## src/design/rga_pkg.sv

```systemverilog
// Shared constants and types of the RMS gated automatic gain block.
`default_nettype none
package rga_pkg;

    localparam int SAMPLE_BITS_DEF  = 24;
    localparam int MAX_CHANNELS_DEF = 4;
    localparam int NUM_CH           = 4;

    localparam int CFG_W     = 47;
    localparam int CFG_IDX_W = 3;
    localparam logic [CFG_IDX_W-1:0] CFG_ENABLE   = 3'd0;
    localparam logic [CFG_IDX_W-1:0] CFG_CHANNELS = 3'd1;
    localparam logic [CFG_IDX_W-1:0] CFG_DET_COEF = 3'd2;
    localparam logic [CFG_IDX_W-1:0] CFG_REL_COEF = 3'd3;
    localparam logic [CFG_IDX_W-1:0] CFG_TARGET   = 3'd4;
    localparam logic [CFG_IDX_W-1:0] CFG_GATE     = 3'd5;

    localparam int GAIN_W   = 24;
    localparam int COEFF_W  = 24;
    localparam int TARGET_W = 23;
    localparam int MS_W     = 47;
    localparam int ST_W     = 48;

    localparam logic [GAIN_W-1:0] UNITY_GAIN = 24'd2097152;
    localparam logic [GAIN_W-1:0] MIN_GAIN   = 24'd526781;
    localparam logic [GAIN_W-1:0] MAX_GAIN   = 24'd8348912;
    localparam logic [MS_W-1:0]   MS_FLOOR   = 47'd7037;

    localparam logic [2:0]          RST_CHANNELS = 3'd2;
    localparam logic [COEFF_W-1:0]  RST_DET_COEF = 24'd2196;
    localparam logic [COEFF_W-1:0]  RST_REL_COEF = 24'd699;
    localparam logic [TARGET_W-1:0] RST_TARGET   = 23'd1056164;
    localparam logic [MS_W-1:0]     RST_GATE     = 47'd703687442;

    // Shared multiplier, divider and square root widths
    localparam int MUL_W     = 33;
    localparam int PROD_W    = 2 * MUL_W;
    localparam int NUM_W     = 52;
    localparam int DEN_W     = 32;
    localparam int SQRT_IN_W = 64;
    localparam int ROOT_W    = 32;

    typedef struct packed {
        logic busy;
        logic done;
    } rga_unit_stat_t;

endpackage
`default_nettype wire

```

## src/design/rga_if.sv

```systemverilog
// Input frame and output frame channel interfaces.
`default_nettype none
interface rga_in_if import rga_pkg::*; #(
    parameter int SAMPLE_BITS = SAMPLE_BITS_DEF
) ();
    logic                          valid;
    logic                          ready;
    logic signed [SAMPLE_BITS-1:0] ch0_sample;
    logic signed [SAMPLE_BITS-1:0] ch1_sample;
    logic signed [SAMPLE_BITS-1:0] ch2_sample;
    logic signed [SAMPLE_BITS-1:0] ch3_sample;

    modport source (output valid, ch0_sample, ch1_sample, ch2_sample, ch3_sample,
                    input ready);
    modport sink (input valid, ch0_sample, ch1_sample, ch2_sample, ch3_sample,
                  output ready);
endinterface

interface rga_out_if import rga_pkg::*; #(
    parameter int SAMPLE_BITS = SAMPLE_BITS_DEF
) ();
    logic                          valid;
    logic                          ready;
    logic signed [SAMPLE_BITS-1:0] ch0_out;
    logic signed [SAMPLE_BITS-1:0] ch1_out;
    logic signed [SAMPLE_BITS-1:0] ch2_out;
    logic signed [SAMPLE_BITS-1:0] ch3_out;
    logic        [GAIN_W-1:0]      applied_gain;

    modport source (output valid, ch0_out, ch1_out, ch2_out, ch3_out, applied_gain,
                    input ready);
    modport sink (input valid, ch0_out, ch1_out, ch2_out, ch3_out, applied_gain,
                  output ready);
endinterface
`default_nettype wire

```

## src/design/rga_div.sv

```systemverilog
// Radix-2 restoring divider, one quotient bit per cycle.
`default_nettype none
module rga_div import rga_pkg::*; (
    input  wire logic             clk,
    input  wire logic             rst_n,
    input  wire logic             start,
    input  wire logic [NUM_W-1:0] num,
    input  wire logic [DEN_W-1:0] den,
    output logic      [NUM_W-1:0] quo,
    output rga_unit_stat_t        stat
);
    localparam int CNT_W = $clog2(NUM_W);

    logic [CNT_W-1:0] cnt_reg;
    logic             busy_reg;
    logic             done_reg;
    logic [DEN_W-1:0] rem_reg;
    logic [DEN_W-1:0] den_reg;
    logic [NUM_W-1:0] quo_reg;
    logic [DEN_W:0]   shifted;
    logic [DEN_W:0]   diffv;
    logic             fits;

    always_comb
    begin
        shifted = {rem_reg, quo_reg[NUM_W-1]};
        diffv   = shifted - {1'b0, den_reg};
        fits    = shifted >= {1'b0, den_reg};
    end

    always_ff @(posedge clk or negedge rst_n)
    begin
        if (!rst_n)
        begin
            cnt_reg  <= '0;
            busy_reg <= 1'b0;
            done_reg <= 1'b0;
            rem_reg  <= '0;
            den_reg  <= '0;
            quo_reg  <= '0;
        end
        else
        begin
            done_reg <= 1'b0;
            if (start)
            begin
                den_reg  <= den;
                quo_reg  <= num;
                rem_reg  <= '0;
                cnt_reg  <= CNT_W'(NUM_W - 1);
                busy_reg <= 1'b1;
            end
            else if (busy_reg)
            begin
                rem_reg <= fits ? diffv[DEN_W-1:0] : shifted[DEN_W-1:0];
                quo_reg <= {quo_reg[NUM_W-2:0], fits};
                if (cnt_reg == '0)
                begin
                    busy_reg <= 1'b0;
                    done_reg <= 1'b1;
                end
                else
                begin
                    cnt_reg <= cnt_reg - 1'b1;
                end
            end
        end
    end

    assign quo       = quo_reg;
    assign stat.busy = busy_reg;
    assign stat.done = done_reg;
endmodule
`default_nettype wire

```

## src/design/rga_sqrt.sv

```systemverilog
// Integer square root, one root bit per cycle.
`default_nettype none
module rga_sqrt import rga_pkg::*; (
    input  wire logic                 clk,
    input  wire logic                 rst_n,
    input  wire logic                 start,
    input  wire logic [SQRT_IN_W-1:0] val,
    output logic      [ROOT_W-1:0]    root,
    output rga_unit_stat_t            stat
);
    localparam int CNT_W = $clog2(ROOT_W);
    localparam int REM_W = ROOT_W + 2;

    logic [CNT_W-1:0]     cnt_reg;
    logic                 busy_reg;
    logic                 done_reg;
    logic [SQRT_IN_W-1:0] val_reg;
    logic [REM_W-1:0]     rem_reg;
    logic [ROOT_W-1:0]    root_reg;
    logic [REM_W+1:0]     sh;
    logic [REM_W+1:0]     trial;
    logic                 fits;

    always_comb
    begin
        sh    = {rem_reg, val_reg[SQRT_IN_W-1 -: 2]};
        trial = {2'b00, root_reg, 2'b01};
        fits  = sh >= trial;
    end

    always_ff @(posedge clk or negedge rst_n)
    begin
        if (!rst_n)
        begin
            cnt_reg  <= '0;
            busy_reg <= 1'b0;
            done_reg <= 1'b0;
            val_reg  <= '0;
            rem_reg  <= '0;
            root_reg <= '0;
        end
        else
        begin
            done_reg <= 1'b0;
            if (start)
            begin
                val_reg  <= val;
                rem_reg  <= '0;
                root_reg <= '0;
                cnt_reg  <= CNT_W'(ROOT_W - 1);
                busy_reg <= 1'b1;
            end
            else if (busy_reg)
            begin
                val_reg  <= {val_reg[SQRT_IN_W-3:0], 2'b00};
                rem_reg  <= fits ? REM_W'(sh - trial) : REM_W'(sh);
                root_reg <= {root_reg[ROOT_W-2:0], fits};
                if (cnt_reg == '0)
                begin
                    busy_reg <= 1'b0;
                    done_reg <= 1'b1;
                end
                else
                begin
                    cnt_reg <= cnt_reg - 1'b1;
                end
            end
        end
    end

    assign root      = root_reg;
    assign stat.busy = busy_reg;
    assign stat.done = done_reg;
endmodule
`default_nettype wire

```

## src/design/rms_gated_auto_gain.sv

```systemverilog
// RMS gated automatic gain control: sequencer, shared multiplier and state.
// Above the gate a frame runs two 52-step divisions (mean, target/root) and a 32-step
//   square root; below the gate only the mean division runs, and when disabled a frame
//   goes straight from the idle state to the finish state.
// One frame is processed at a time; a new frame is taken as soon as the sequencer is
//   back in idle, even while the last result waits in the output register.
// Reset: registers return to their defaults, detector at zero, gain at unity.
`default_nettype none
module rms_gated_auto_gain import rga_pkg::*; #(
    parameter int SAMPLE_BITS  = SAMPLE_BITS_DEF,
    parameter int MAX_CHANNELS = MAX_CHANNELS_DEF
) (
    input  wire logic                 clk,
    input  wire logic                 rst_n,
    input  wire logic                 cfg_we,
    input  wire logic [CFG_IDX_W-1:0] cfg_index,
    input  wire logic [CFG_W-1:0]     cfg_data,
    rga_in_if.sink                    in_ch,
    rga_out_if.source                 out_ch
);
    localparam int SB      = SAMPLE_BITS;
    localparam int SQ_DOWN = (SB > 24) ? 2 * (SB - 24) : 0;
    localparam int SQ_UP   = (SB < 24) ? 2 * (24 - SB) : 0;
    localparam int SUM_W   = MS_W + 2;
    localparam int Y_W     = ST_W + 2;
    localparam logic [2:0] MAX_N = 3'(MAX_CHANNELS);
    localparam logic signed [PROD_W-1:0] S_MAX = PROD_W'((64'sd1 <<< (SB - 1)) - 64'sd1);
    localparam logic signed [PROD_W-1:0] S_MIN = -S_MAX - PROD_W'(1);
    localparam logic signed [PROD_W-1:0] RND   = PROD_W'(64'sd1 <<< 20);
    localparam logic signed [Y_W:0] ST_HI = (Y_W+1)'(64'sd140737488355327);
    localparam logic signed [Y_W:0] ST_LO = -ST_HI - (Y_W+1)'(1);
    localparam logic signed [Y_W-1:0] Y_FLOOR = Y_W'(MS_FLOOR);
    localparam logic signed [Y_W-1:0] Y_MAX   = Y_W'(64'sd140737488355327);

    typedef enum logic [15:0] {
        S_IDLE     = 16'h0001,
        S_SQ_MUL   = 16'h0002,
        S_SQ_ACC   = 16'h0004,
        S_MEAN     = 16'h0008,
        S_MEAN_WT  = 16'h0010,
        S_MQ_LO    = 16'h0020,
        S_MQ_HI    = 16'h0040,
        S_TPT_UPD  = 16'h0080,
        S_SQRT     = 16'h0100,
        S_DIVG     = 16'h0200,
        S_GSET     = 16'h0400,
        S_GAIN_UPD = 16'h0800,
        S_OUT_MUL  = 16'h1000,
        S_OUT_ACC  = 16'h2000,
        S_FINISH   = 16'h4000,
        S_MQ_DONE  = 16'h8000
    } rga_state_t;

    // Configuration registers
    logic                enable_reg;
    logic [2:0]          channels_reg;
    logic [COEFF_W-1:0]  det_coef_reg;
    logic [COEFF_W-1:0]  rel_coef_reg;
    logic [TARGET_W-1:0] target_reg;
    logic [MS_W-1:0]     gate_reg;

    // Sequencer and datapath state
    rga_state_t                state_reg, state_next;
    logic [2:0]                n_reg;
    logic [1:0]                k_reg;
    logic signed [SB-1:0]      smp_reg [NUM_CH];
    logic signed [SB-1:0]      res_reg [NUM_CH];
    logic [GAIN_W-1:0]         res_gain_reg;
    logic [SUM_W-1:0]          sum_reg;
    logic signed [ST_W-1:0]    det_reg;
    logic [GAIN_W-1:0]         gain_reg;
    logic [GAIN_W-1:0]         wanted_reg;
    logic [ST_W-1:0]           mq_mag_reg;
    logic                      mq_neg_reg;
    logic [COEFF_W-1:0]        mq_coef_reg;
    logic                      mq_gain_reg;   // 1: gain update, 0: detector update
    logic [COEFF_W-1:0]        mq_lo_reg;
    logic signed [PROD_W-1:0]  prod_reg;
    logic                      out_valid_reg;
    logic signed [SB-1:0]      out_smp_reg [NUM_CH];
    logic [GAIN_W-1:0]         out_gain_reg;

    // Combinational datapath
    logic signed [MUL_W-1:0]   mul_a, mul_b, smp_ext, smp_mag;
    logic [PROD_W-1:0]         sq_full;
    logic [MS_W-1:0]           sq_scaled;
    logic signed [ST_W:0]      mean_diff;
    logic [ST_W:0]             mean_mag;
    logic [ST_W:0]             mq_p;
    logic signed [Y_W-1:0]     mq_v;
    logic signed [Y_W-1:0]     y_raw;
    logic signed [Y_W:0]       ns_raw;
    logic signed [ST_W-1:0]    ns_sat;
    logic [MS_W-1:0]           y_clamp;
    logic                      gate_open;
    logic signed [GAIN_W:0]    gain_diff;
    logic signed [Y_W:0]       gain_sum;
    logic signed [PROD_W-1:0]  out_rnd;
    logic signed [SB-1:0]      out_sat;
    logic [NUM_W-1:0]          div_quo;
    logic [GAIN_W-1:0]         div_clamp;
    logic [ROOT_W-1:0]         sq_root;
    rga_unit_stat_t            div_stat, sqrt_stat;
    logic                      div_start, sqrt_start;
    logic [NUM_W-1:0]          div_num;
    logic [DEN_W-1:0]          div_den;
    logic [2:0]                n_clamp;
    logic                      in_beat, out_free, k_last;

    assign in_ch.ready    = (state_reg == S_IDLE);
    assign in_beat        = in_ch.valid && in_ch.ready;
    assign out_free       = !out_valid_reg || out_ch.ready;
    assign k_last         = (k_reg == 2'(n_reg - 3'd1));

    assign out_ch.valid        = out_valid_reg;
    assign out_ch.ch0_out      = out_smp_reg[0];
    assign out_ch.ch1_out      = out_smp_reg[1];
    assign out_ch.ch2_out      = out_smp_reg[2];
    assign out_ch.ch3_out      = out_smp_reg[3];
    assign out_ch.applied_gain = out_gain_reg;

    // Channel count: zero acts as one, above the maximum acts as the maximum
    always_comb
    begin
        if (channels_reg == 3'd0)
            n_clamp = 3'd1;
        else if (channels_reg > MAX_N)
            n_clamp = MAX_N;
        else
            n_clamp = channels_reg;
    end

    // Shared multiplier operand select
    always_comb
    begin
        smp_ext = MUL_W'(smp_reg[k_reg]);
        smp_mag = (smp_ext < 0) ? -smp_ext : smp_ext;
        mul_a   = '0;
        mul_b   = '0;
        unique case (state_reg)
            S_SQ_MUL:
            begin
                mul_a = smp_mag;
                mul_b = smp_mag;
            end
            S_MQ_LO:
            begin
                mul_a = {{(MUL_W-24){1'b0}}, mq_mag_reg[23:0]};
                mul_b = {{(MUL_W-COEFF_W){1'b0}}, mq_coef_reg};
            end
            S_MQ_HI:
            begin
                mul_a = {{(MUL_W-24){1'b0}}, mq_mag_reg[ST_W-1:24]};
                mul_b = {{(MUL_W-COEFF_W){1'b0}}, mq_coef_reg};
            end
            // high partial product held for the update state that follows
            S_MQ_DONE:
            begin
                mul_a = {{(MUL_W-24){1'b0}}, mq_mag_reg[ST_W-1:24]};
                mul_b = {{(MUL_W-COEFF_W){1'b0}}, mq_coef_reg};
            end
            S_OUT_MUL:
            begin
                mul_a = smp_ext;
                mul_b = {{(MUL_W-GAIN_W){1'b0}}, gain_reg};
            end
            default:
            begin
                mul_a = '0;
                mul_b = '0;
            end
        endcase
    end

    always_comb
    begin
        // Square scaled to Q0.46
        sq_full   = $unsigned(prod_reg);
        sq_scaled = MS_W'((sq_full >> SQ_DOWN) << SQ_UP);

        // Detector input minus integrator
        mean_diff = $signed({2'b00, div_quo[MS_W-1:0]}) - (ST_W+1)'(det_reg);
        mean_mag  = (mean_diff < 0) ? $unsigned(-mean_diff) : $unsigned(mean_diff);

        // Truncated-toward-zero product by a Q0.24 coefficient
        mq_p = (ST_W+1)'(prod_reg[ST_W-1:0]) + (ST_W+1)'(mq_lo_reg);
        mq_v = mq_neg_reg ? -$signed({1'b0, mq_p}) : $signed({1'b0, mq_p});

        // TPT lowpass update with saturation of the integrator
        y_raw  = Y_W'(det_reg) + mq_v;
        ns_raw = (Y_W+1)'(y_raw) + (Y_W+1)'(mq_v);
        if (ns_raw > ST_HI)
            ns_sat = ST_W'(ST_HI);
        else if (ns_raw < ST_LO)
            ns_sat = ST_W'(ST_LO);
        else
            ns_sat = ST_W'(ns_raw);
        if (y_raw < Y_FLOOR)
            y_clamp = MS_FLOOR;
        else if (y_raw > Y_MAX)
            y_clamp = MS_W'(Y_MAX);
        else
            y_clamp = MS_W'(y_raw);
        gate_open = y_clamp > gate_reg;

        // Wanted gain clamped to +-12 dB
        if (div_quo < NUM_W'(MIN_GAIN))
            div_clamp = MIN_GAIN;
        else if (div_quo > NUM_W'(MAX_GAIN))
            div_clamp = MAX_GAIN;
        else
            div_clamp = div_quo[GAIN_W-1:0];

        gain_diff = $signed({1'b0, wanted_reg}) - $signed({1'b0, gain_reg});
        gain_sum  = $signed({{(Y_W+1-GAIN_W){1'b0}}, gain_reg}) + (Y_W+1)'(mq_v);

        // Output: round half up, saturate to the sample range
        out_rnd = (prod_reg + RND) >>> 21;
        if (out_rnd > S_MAX)
            out_sat = SB'(S_MAX);
        else if (out_rnd < S_MIN)
            out_sat = SB'(S_MIN);
        else
            out_sat = SB'(out_rnd);
    end

    // The divider is shared between the two phases of a frame; the square root serves the second
    assign div_start  = (state_reg == S_MEAN) || ((state_reg == S_SQRT) && sqrt_stat.done);
    assign div_num    = (state_reg == S_MEAN) ? NUM_W'(sum_reg) : {target_reg, 29'd0};
    assign div_den    = (state_reg == S_MEAN) ? DEN_W'(n_reg) : sq_root;
    assign sqrt_start = (state_reg == S_TPT_UPD) && gate_open;

    rga_div u_div (
        .clk   (clk),
        .rst_n (rst_n),
        .start (div_start),
        .num   (div_num),
        .den   (div_den),
        .quo   (div_quo),
        .stat  (div_stat)
    );

    rga_sqrt u_sqrt (
        .clk   (clk),
        .rst_n (rst_n),
        .start (sqrt_start),
        .val   ({1'b0, y_clamp, 16'd0}),
        .root  (sq_root),
        .stat  (sqrt_stat)
    );

    // Next-state logic
    always_comb
    begin
        state_next = state_reg;
        unique case (state_reg)
            S_IDLE:     if (in_beat) state_next = enable_reg ? S_SQ_MUL : S_FINISH;
            S_SQ_MUL:   state_next = S_SQ_ACC;
            S_SQ_ACC:   state_next = k_last ? S_MEAN : S_SQ_MUL;
            S_MEAN:     state_next = S_MEAN_WT;
            S_MEAN_WT:  if (div_stat.done) state_next = S_MQ_LO;
            S_MQ_LO:    state_next = S_MQ_HI;
            S_MQ_HI:    state_next = S_MQ_DONE;
            S_MQ_DONE:  state_next = mq_gain_reg ? S_GAIN_UPD : S_TPT_UPD;
            S_TPT_UPD:  state_next = gate_open ? S_SQRT : S_GSET;
            S_SQRT:     if (sqrt_stat.done) state_next = S_DIVG;
            S_DIVG:     if (div_stat.done && !div_stat.busy) state_next = S_GSET;
            S_GSET:     state_next = S_MQ_LO;
            S_GAIN_UPD: state_next = S_OUT_MUL;
            S_OUT_MUL:  state_next = S_OUT_ACC;
            S_OUT_ACC:  state_next = k_last ? S_FINISH : S_OUT_MUL;
            S_FINISH:   if (out_free) state_next = S_IDLE;
            default:    state_next = S_IDLE;
        endcase
    end

    always_ff @(posedge clk or negedge rst_n)
    begin
        if (!rst_n)
        begin
            state_reg     <= S_IDLE;
            enable_reg    <= 1'b1;
            channels_reg  <= RST_CHANNELS;
            det_coef_reg  <= RST_DET_COEF;
            rel_coef_reg  <= RST_REL_COEF;
            target_reg    <= RST_TARGET;
            gate_reg      <= RST_GATE;
            det_reg       <= '0;
            gain_reg      <= UNITY_GAIN;
            out_valid_reg <= 1'b0;
            n_reg         <= 3'd1;
            k_reg         <= '0;
            sum_reg       <= '0;
            wanted_reg    <= UNITY_GAIN;
            mq_mag_reg    <= '0;
            mq_neg_reg    <= 1'b0;
            mq_coef_reg   <= '0;
            mq_gain_reg   <= 1'b0;
            mq_lo_reg     <= '0;
            prod_reg      <= '0;
            res_gain_reg  <= UNITY_GAIN;
            out_gain_reg  <= UNITY_GAIN;
            for (int i = 0; i < NUM_CH; i++)
            begin
                smp_reg[i]     <= '0;
                res_reg[i]     <= '0;
                out_smp_reg[i] <= '0;
            end
        end
        else
        begin
            state_reg <= state_next;
            prod_reg  <= mul_a * mul_b;

            if (cfg_we)
            begin
                unique case (cfg_index)
                    CFG_ENABLE:   enable_reg   <= cfg_data[0];
                    CFG_CHANNELS: channels_reg <= cfg_data[2:0];
                    CFG_DET_COEF: det_coef_reg <= cfg_data[COEFF_W-1:0];
                    CFG_REL_COEF: rel_coef_reg <= cfg_data[COEFF_W-1:0];
                    CFG_TARGET:   target_reg   <= cfg_data[TARGET_W-1:0];
                    CFG_GATE:     gate_reg     <= cfg_data[MS_W-1:0];
                    default:      ;
                endcase
            end

            // the finish state loads the next beat itself
            if (out_valid_reg && out_ch.ready && (state_reg != S_FINISH))
                out_valid_reg <= 1'b0;

            unique case (state_reg)
                S_IDLE:
                begin
                    if (in_beat)
                    begin
                        smp_reg[0]   <= in_ch.ch0_sample;
                        smp_reg[1]   <= in_ch.ch1_sample;
                        smp_reg[2]   <= in_ch.ch2_sample;
                        smp_reg[3]   <= in_ch.ch3_sample;
                        // inactive channels and the disabled case pass through
                        res_reg[0]   <= in_ch.ch0_sample;
                        res_reg[1]   <= in_ch.ch1_sample;
                        res_reg[2]   <= in_ch.ch2_sample;
                        res_reg[3]   <= in_ch.ch3_sample;
                        res_gain_reg <= UNITY_GAIN;
                        n_reg        <= n_clamp;
                        k_reg        <= '0;
                        sum_reg      <= '0;
                    end
                end
                S_SQ_ACC:
                begin
                    sum_reg <= sum_reg + SUM_W'(sq_scaled);
                    k_reg   <= k_reg + 2'd1;
                end
                S_MEAN_WT:
                begin
                    if (div_stat.done)
                    begin
                        mq_neg_reg  <= mean_diff < 0;
                        mq_mag_reg  <= mean_mag[ST_W-1:0];
                        mq_coef_reg <= det_coef_reg;
                        mq_gain_reg <= 1'b0;
                    end
                end
                S_MQ_HI:
                begin
                    mq_lo_reg <= prod_reg[47:24];
                end
                S_TPT_UPD:
                begin
                    det_reg <= ns_sat;
                    if (!gate_open)
                        wanted_reg <= UNITY_GAIN;
                end
                S_DIVG:
                begin
                    if (div_stat.done)
                        wanted_reg <= div_clamp;
                end
                S_GSET:
                begin
                    mq_neg_reg  <= gain_diff < 0;
                    mq_mag_reg  <= ST_W'((gain_diff < 0) ? -gain_diff : gain_diff);
                    mq_coef_reg <= rel_coef_reg;
                    mq_gain_reg <= 1'b1;
                end
                S_GAIN_UPD:
                begin
                    gain_reg     <= gain_sum[GAIN_W-1:0];
                    res_gain_reg <= gain_sum[GAIN_W-1:0];
                    k_reg        <= '0;
                end
                S_OUT_ACC:
                begin
                    res_reg[k_reg] <= out_sat;
                    k_reg          <= k_reg + 2'd1;
                end
                S_FINISH:
                begin
                    if (out_free)
                    begin
                        out_valid_reg <= 1'b1;
                        out_gain_reg  <= res_gain_reg;
                        for (int i = 0; i < NUM_CH; i++)
                            out_smp_reg[i] <= res_reg[i];
                    end
                end
                default: ;
            endcase
        end
    end
endmodule
`default_nettype wire

```

## src/flat_wrapper.sv

```systemverilog
// flat-port wrapper written by rule: the top's interface ports become plain ports
module rms_gated_auto_gain_flat import rga_pkg::*;
#(
    parameter int SAMPLE_BITS  = SAMPLE_BITS_DEF,
    parameter int MAX_CHANNELS = MAX_CHANNELS_DEF
)
  (clk, rst_n, cfg_we, cfg_index, cfg_data, in_ch_valid, in_ch_ch0_sample, in_ch_ch1_sample, in_ch_ch2_sample, in_ch_ch3_sample, in_ch_ready, out_ch_valid, out_ch_ch0_out, out_ch_ch1_out, out_ch_ch2_out, out_ch_ch3_out, out_ch_applied_gain, out_ch_ready);
  rga_in_if #(.SAMPLE_BITS(SAMPLE_BITS)) in_ch_i ();
  rga_out_if #(.SAMPLE_BITS(SAMPLE_BITS)) out_ch_i ();
  input  wire logic clk;
  input  wire logic rst_n;
  input  wire logic cfg_we;
  input  wire logic [CFG_IDX_W-1:0] cfg_index;
  input  wire logic [CFG_W-1:0] cfg_data;
  input wire logic [$bits(in_ch_i.valid)-1:0] in_ch_valid;
  input wire logic [$bits(in_ch_i.ch0_sample)-1:0] in_ch_ch0_sample;
  input wire logic [$bits(in_ch_i.ch1_sample)-1:0] in_ch_ch1_sample;
  input wire logic [$bits(in_ch_i.ch2_sample)-1:0] in_ch_ch2_sample;
  input wire logic [$bits(in_ch_i.ch3_sample)-1:0] in_ch_ch3_sample;
  output wire logic [$bits(in_ch_i.ready)-1:0] in_ch_ready;
  output wire logic [$bits(out_ch_i.valid)-1:0] out_ch_valid;
  output wire logic [$bits(out_ch_i.ch0_out)-1:0] out_ch_ch0_out;
  output wire logic [$bits(out_ch_i.ch1_out)-1:0] out_ch_ch1_out;
  output wire logic [$bits(out_ch_i.ch2_out)-1:0] out_ch_ch2_out;
  output wire logic [$bits(out_ch_i.ch3_out)-1:0] out_ch_ch3_out;
  output wire logic [$bits(out_ch_i.applied_gain)-1:0] out_ch_applied_gain;
  input wire logic [$bits(out_ch_i.ready)-1:0] out_ch_ready;
  assign in_ch_i.valid = in_ch_valid;
  assign in_ch_i.ch0_sample = in_ch_ch0_sample;
  assign in_ch_i.ch1_sample = in_ch_ch1_sample;
  assign in_ch_i.ch2_sample = in_ch_ch2_sample;
  assign in_ch_i.ch3_sample = in_ch_ch3_sample;
  assign in_ch_ready = in_ch_i.ready;
  assign out_ch_valid = out_ch_i.valid;
  assign out_ch_ch0_out = out_ch_i.ch0_out;
  assign out_ch_ch1_out = out_ch_i.ch1_out;
  assign out_ch_ch2_out = out_ch_i.ch2_out;
  assign out_ch_ch3_out = out_ch_i.ch3_out;
  assign out_ch_applied_gain = out_ch_i.applied_gain;
  assign out_ch_i.ready = out_ch_ready;
  rms_gated_auto_gain #(.SAMPLE_BITS(SAMPLE_BITS), .MAX_CHANNELS(MAX_CHANNELS)) u_core (.clk(clk), .rst_n(rst_n), .cfg_we(cfg_we), .cfg_index(cfg_index), .cfg_data(cfg_data), .in_ch(in_ch_i), .out_ch(out_ch_i));
endmodule
```

## config.mk

```make
export PLATFORM = sky130hd
export DESIGN_NAME = rms_gated_auto_gain_flat
export DESIGN_NICKNAME = d
export VERILOG_FILES = /design/src/design/rga_pkg.sv /design/src/design/rga_if.sv /design/src/design/rga_div.sv /design/src/design/rga_sqrt.sv /design/src/design/rms_gated_auto_gain.sv /design/src/flat_wrapper.sv
export SDC_FILE = /design/constraint.sdc
export NUM_CORES = 2
export LEC_CHECK = 0
export BUFFER_PORTS_ARGS = -buffer_cell sky130_fd_sc_hd__buf_2
export CAP_MARGIN = 5
export CORE_AREA = 8 8 464 466
export DETAILED_ROUTE_END_ITERATION = 10
export DIE_AREA = 0 0 472 474
export PLACE_DENSITY = 0.69
export SLEW_MARGIN = 20
export SYNTH_ARGS = -nofsm -noshare
export SYNTH_HDL_FRONTEND = slang
export SYNTH_SLANG_ARGS = --single-unit
```

## constraint.sdc

```tcl
create_clock -name clk -period 11.9 [get_ports clk]
set_input_delay 1.785 -clock clk [delete_from_list [all_inputs] [get_ports clk]]
set_output_delay 1.785 -clock clk [all_outputs]
set_load 0.05 [all_outputs]
```

==> out/summary.txt <==
hold crit path type = register to register
clk root buf = clkbuf_16
most used cell along the critical path = fa_1
crit path launch type = register
status = finished, final reports clean
Critical Path End = u_core.prod_reg[58]
clock share of power = 13.9%
share of cells above drive strength 1 = 10.4%
number of synthesized flops with an enable pin = 0
synth top area cells = dfrtp_1, fa_1, ha_1
register area share after synthesis = 25.1%
Primary FF master, synth = dfrtp_1
GR Overflow Total = 0
most area-hungry cell type in the Yosys netlist = dfrtp_1
TritonCTS Sinks = 1034
worst clock skew = 0.102 ns
Clock Tree Buf Depth = 3
Sw Pwr = 14.4 mW
reg-to-reg endpoint = u_core.prod_reg[58]
Power Density = 250 nW/um2
combinational power share = 68.0%
slowest CP cell = mux4_2
Placed Cells = 14500
Fin Setup TNS = 0 ns
all-layer global routing usage = 30.2%
fillcell total = 18700
synthesized flop and latch total = 1034
Design Area, Final = 114000 um2
Hold Path Stages = 1
share of synthesized registers carrying an async set or reset = 100%
most numerous cell in the Yosys netlist = nand2_1
Worst slew margin = 19.7%
vias in the first global route = 87800
CP Data Required Time = 12.60 ns
post-detail-place hpwl = 274000 um
Max-Cap Viols = 0
final setup vio count = 0
antenna violations before repair = 17
Crit Path Category = register to register
Seq pwr share = 18.1%
Gate Count Post-Synth = 11400
synthesized area = 103000 um2
first-pass GRT wire length = 527000 um
DR iter-0 viols = 8008
PortBufs = 272
num rows = 168
R2R depth = 33
largest net degree at the start of global routing = 161
WP data arrival = 12.13 ns
final max-slew violation count = 0
Max Freq = 87.5 MHz
Worst-Margin Slew = 1.20 ns
Net Sw Frac = 50.4%
CTS tree = done
min setup slack post-route = 0.471 ns
Synth top cells by count = nand2_1, inv_1, fa_1
Synth top area share = 24.0%
Final min period = 11.43 ns
Boundary Pins = 273
Vias/cell = 5.85
Synth warnings = 0
leak pwr = 57.9 nW
Critical Path Max Stage Delay = 0.72 ns
final hold violation count = 0
Final Cycle Share = 96.0%
vias = 86000
Initial Util = 49.6%
wire per inst = 23.2 um
Total Routed Length = 341000 um
Post-DP Area = 110000 um2
core area = 208000 um2
Total Power = 28.6 mW
placer congestion estimate = 0.972
nets = 13800
fin util = 55.0%
cell-internal power = 14.2 mW
# hold bufs at CTS = 0
Clock Latency Late Sink = 0.83 ns
H-Tree Depth = 3
DP Worst Slack = 0.0913 ns
Die ar. = 224000 um2
Die Height = 474 um
DRT Pass-1 Iters = 7
endpoint class of the critical path = register
CP startpoint = u_core.k_reg[0]
fin cells = 14700
clock slew at reported path FFs = 0.06 ns
Crit Reg-Reg Startpoint = u_core.k_reg[0]
Layout area overhead = 10.8%
worst hold slack = 0.427 ns
Mean Syn Cell Area = 9.04 um2
CTS Buf Count = 117
Synth cell types = 97
# DRC = 0
CP max FO = 16
DRT antenna net count = 0
Reg2Reg Setup Slack = 0.47 ns
Max IR drop VDD = 0.000338 V
Die Wd = 472 um
placed cells by master (no fill, tap or decap), types with 83 or more instances in the layout:
cell type,n
ha_1,608
mux2i_1,138
fa_1,1153
nand3_1,192
o21ai_0,494
xor2_1,196
inv_1,1526
a21oi_1,540
a211oi_1,85
a22oi_1,135
nor2_1,557
dfrtp_1,989
nand4_1,95
xnor2_1,330
nor3_1,121
mux2_2,273
buf_4,247
clkbuf_16,117
conb_1,306
nand2_1,1839
o211ai_1,83
a21o_1,228
buf_2,271
and2_1,106
o21a_1,83
worst max-delay path: cells and delay by family, from the launching register on:
family | cells | cell delay [ns]
flip-flops | 1 | 0.57
adder cells (fa/ha/maj) | 9 | 4.72
XOR/XNOR | 2 | 0.33
buffers and inverters | 7 | 1.15
multiplexers | 1 | 0.72
AO/OA/AOI/OAI | 7 | 1.74
AND/OR/NAND/NOR | 7 | 2.02
per-layer routing:
| metal | vias up | part of all wire [%] | routed length, um | global-route usage, % |
|---|---|---|---|---|
| met2 | 3607 | 44 | 152000 | 47.4 |
| met4 | 18 | 4.5 | 15300 | 11.1 |
| met1 | 43300 | 42 | 144000 | 41.5 |
| met3 | 646 | 8.7 | 29700 | 6.29 |
| li1 | 38400 | - | - | - |
| met5 | - | 0.035 | 120 | 0 |
final cells by class:
cell class | instances | area [um2] | share of cell area, %
clock buffer | 159 | 3290 | 2.87
tap | 2720 | 3400 | 2.97
timing repair buffer | 550 | 3840 | 3.35
inverter | 1527 | 5730 | 5.01
antenna | 10 | 25.0 | 0.0219
multi-input combinational | 8636 | 71200 | 62.2
sequential | 1034 | 25900 | 22.7
clock inverter | 63 | 980 | 0.856
logic make-up after synthesis:
| group | share of synthesized area, % |
|---|---|
| simple gates | 14.6 |
| compound gates | 13.7 |
| buf+inv | 7.49 |
| fa+ha+maj | 29.7 |
| flops | 25.1 |
| xor+xnor | 4.49 |
| mux | 4.82 |
| other cells | 0.00727 |
repair_timing:
action | 4_1_cts | 5_1_grt
buffers inserted | 0 | 4
setup endpoints to repair | 0 | 144
gates resized for setup | 0 | 13
worst min path at each step:
| stage | endpoint | from |
|---|---|---|
| after floorplan | u_core.state_reg[7] | u_core.mq_gain_reg |
| after global placement | u_core.state_reg[7] | u_core.mq_gain_reg |
| after detailed placement | u_core.state_reg[7] | u_core.mq_gain_reg |
| after CTS | u_core.state_reg[7] | u_core.mq_gain_reg |
| after global routing | u_core.state_reg[7] | u_core.mq_gain_reg |
| final | u_core.state_reg[7] | u_core.mq_gain_reg |
power groups by stage:
stage / Combinational (mW) / Sequential (mW) / Clock [mW]
3_5_place_dp: 18.9 / 5.18 / 0
4_1_cts: 19.1 / 5.13 / 4.03
3_3_place_gp: 18.7 / 5.16 / 0
2_1_floorplan: 12.4 / 5.44 / 0
6_report: 19.4 / 5.16 / 3.98
5_1_grt: 21.3 / 5.23 / 4.17
Note: power is estimated with default switching activity, not from simulation.
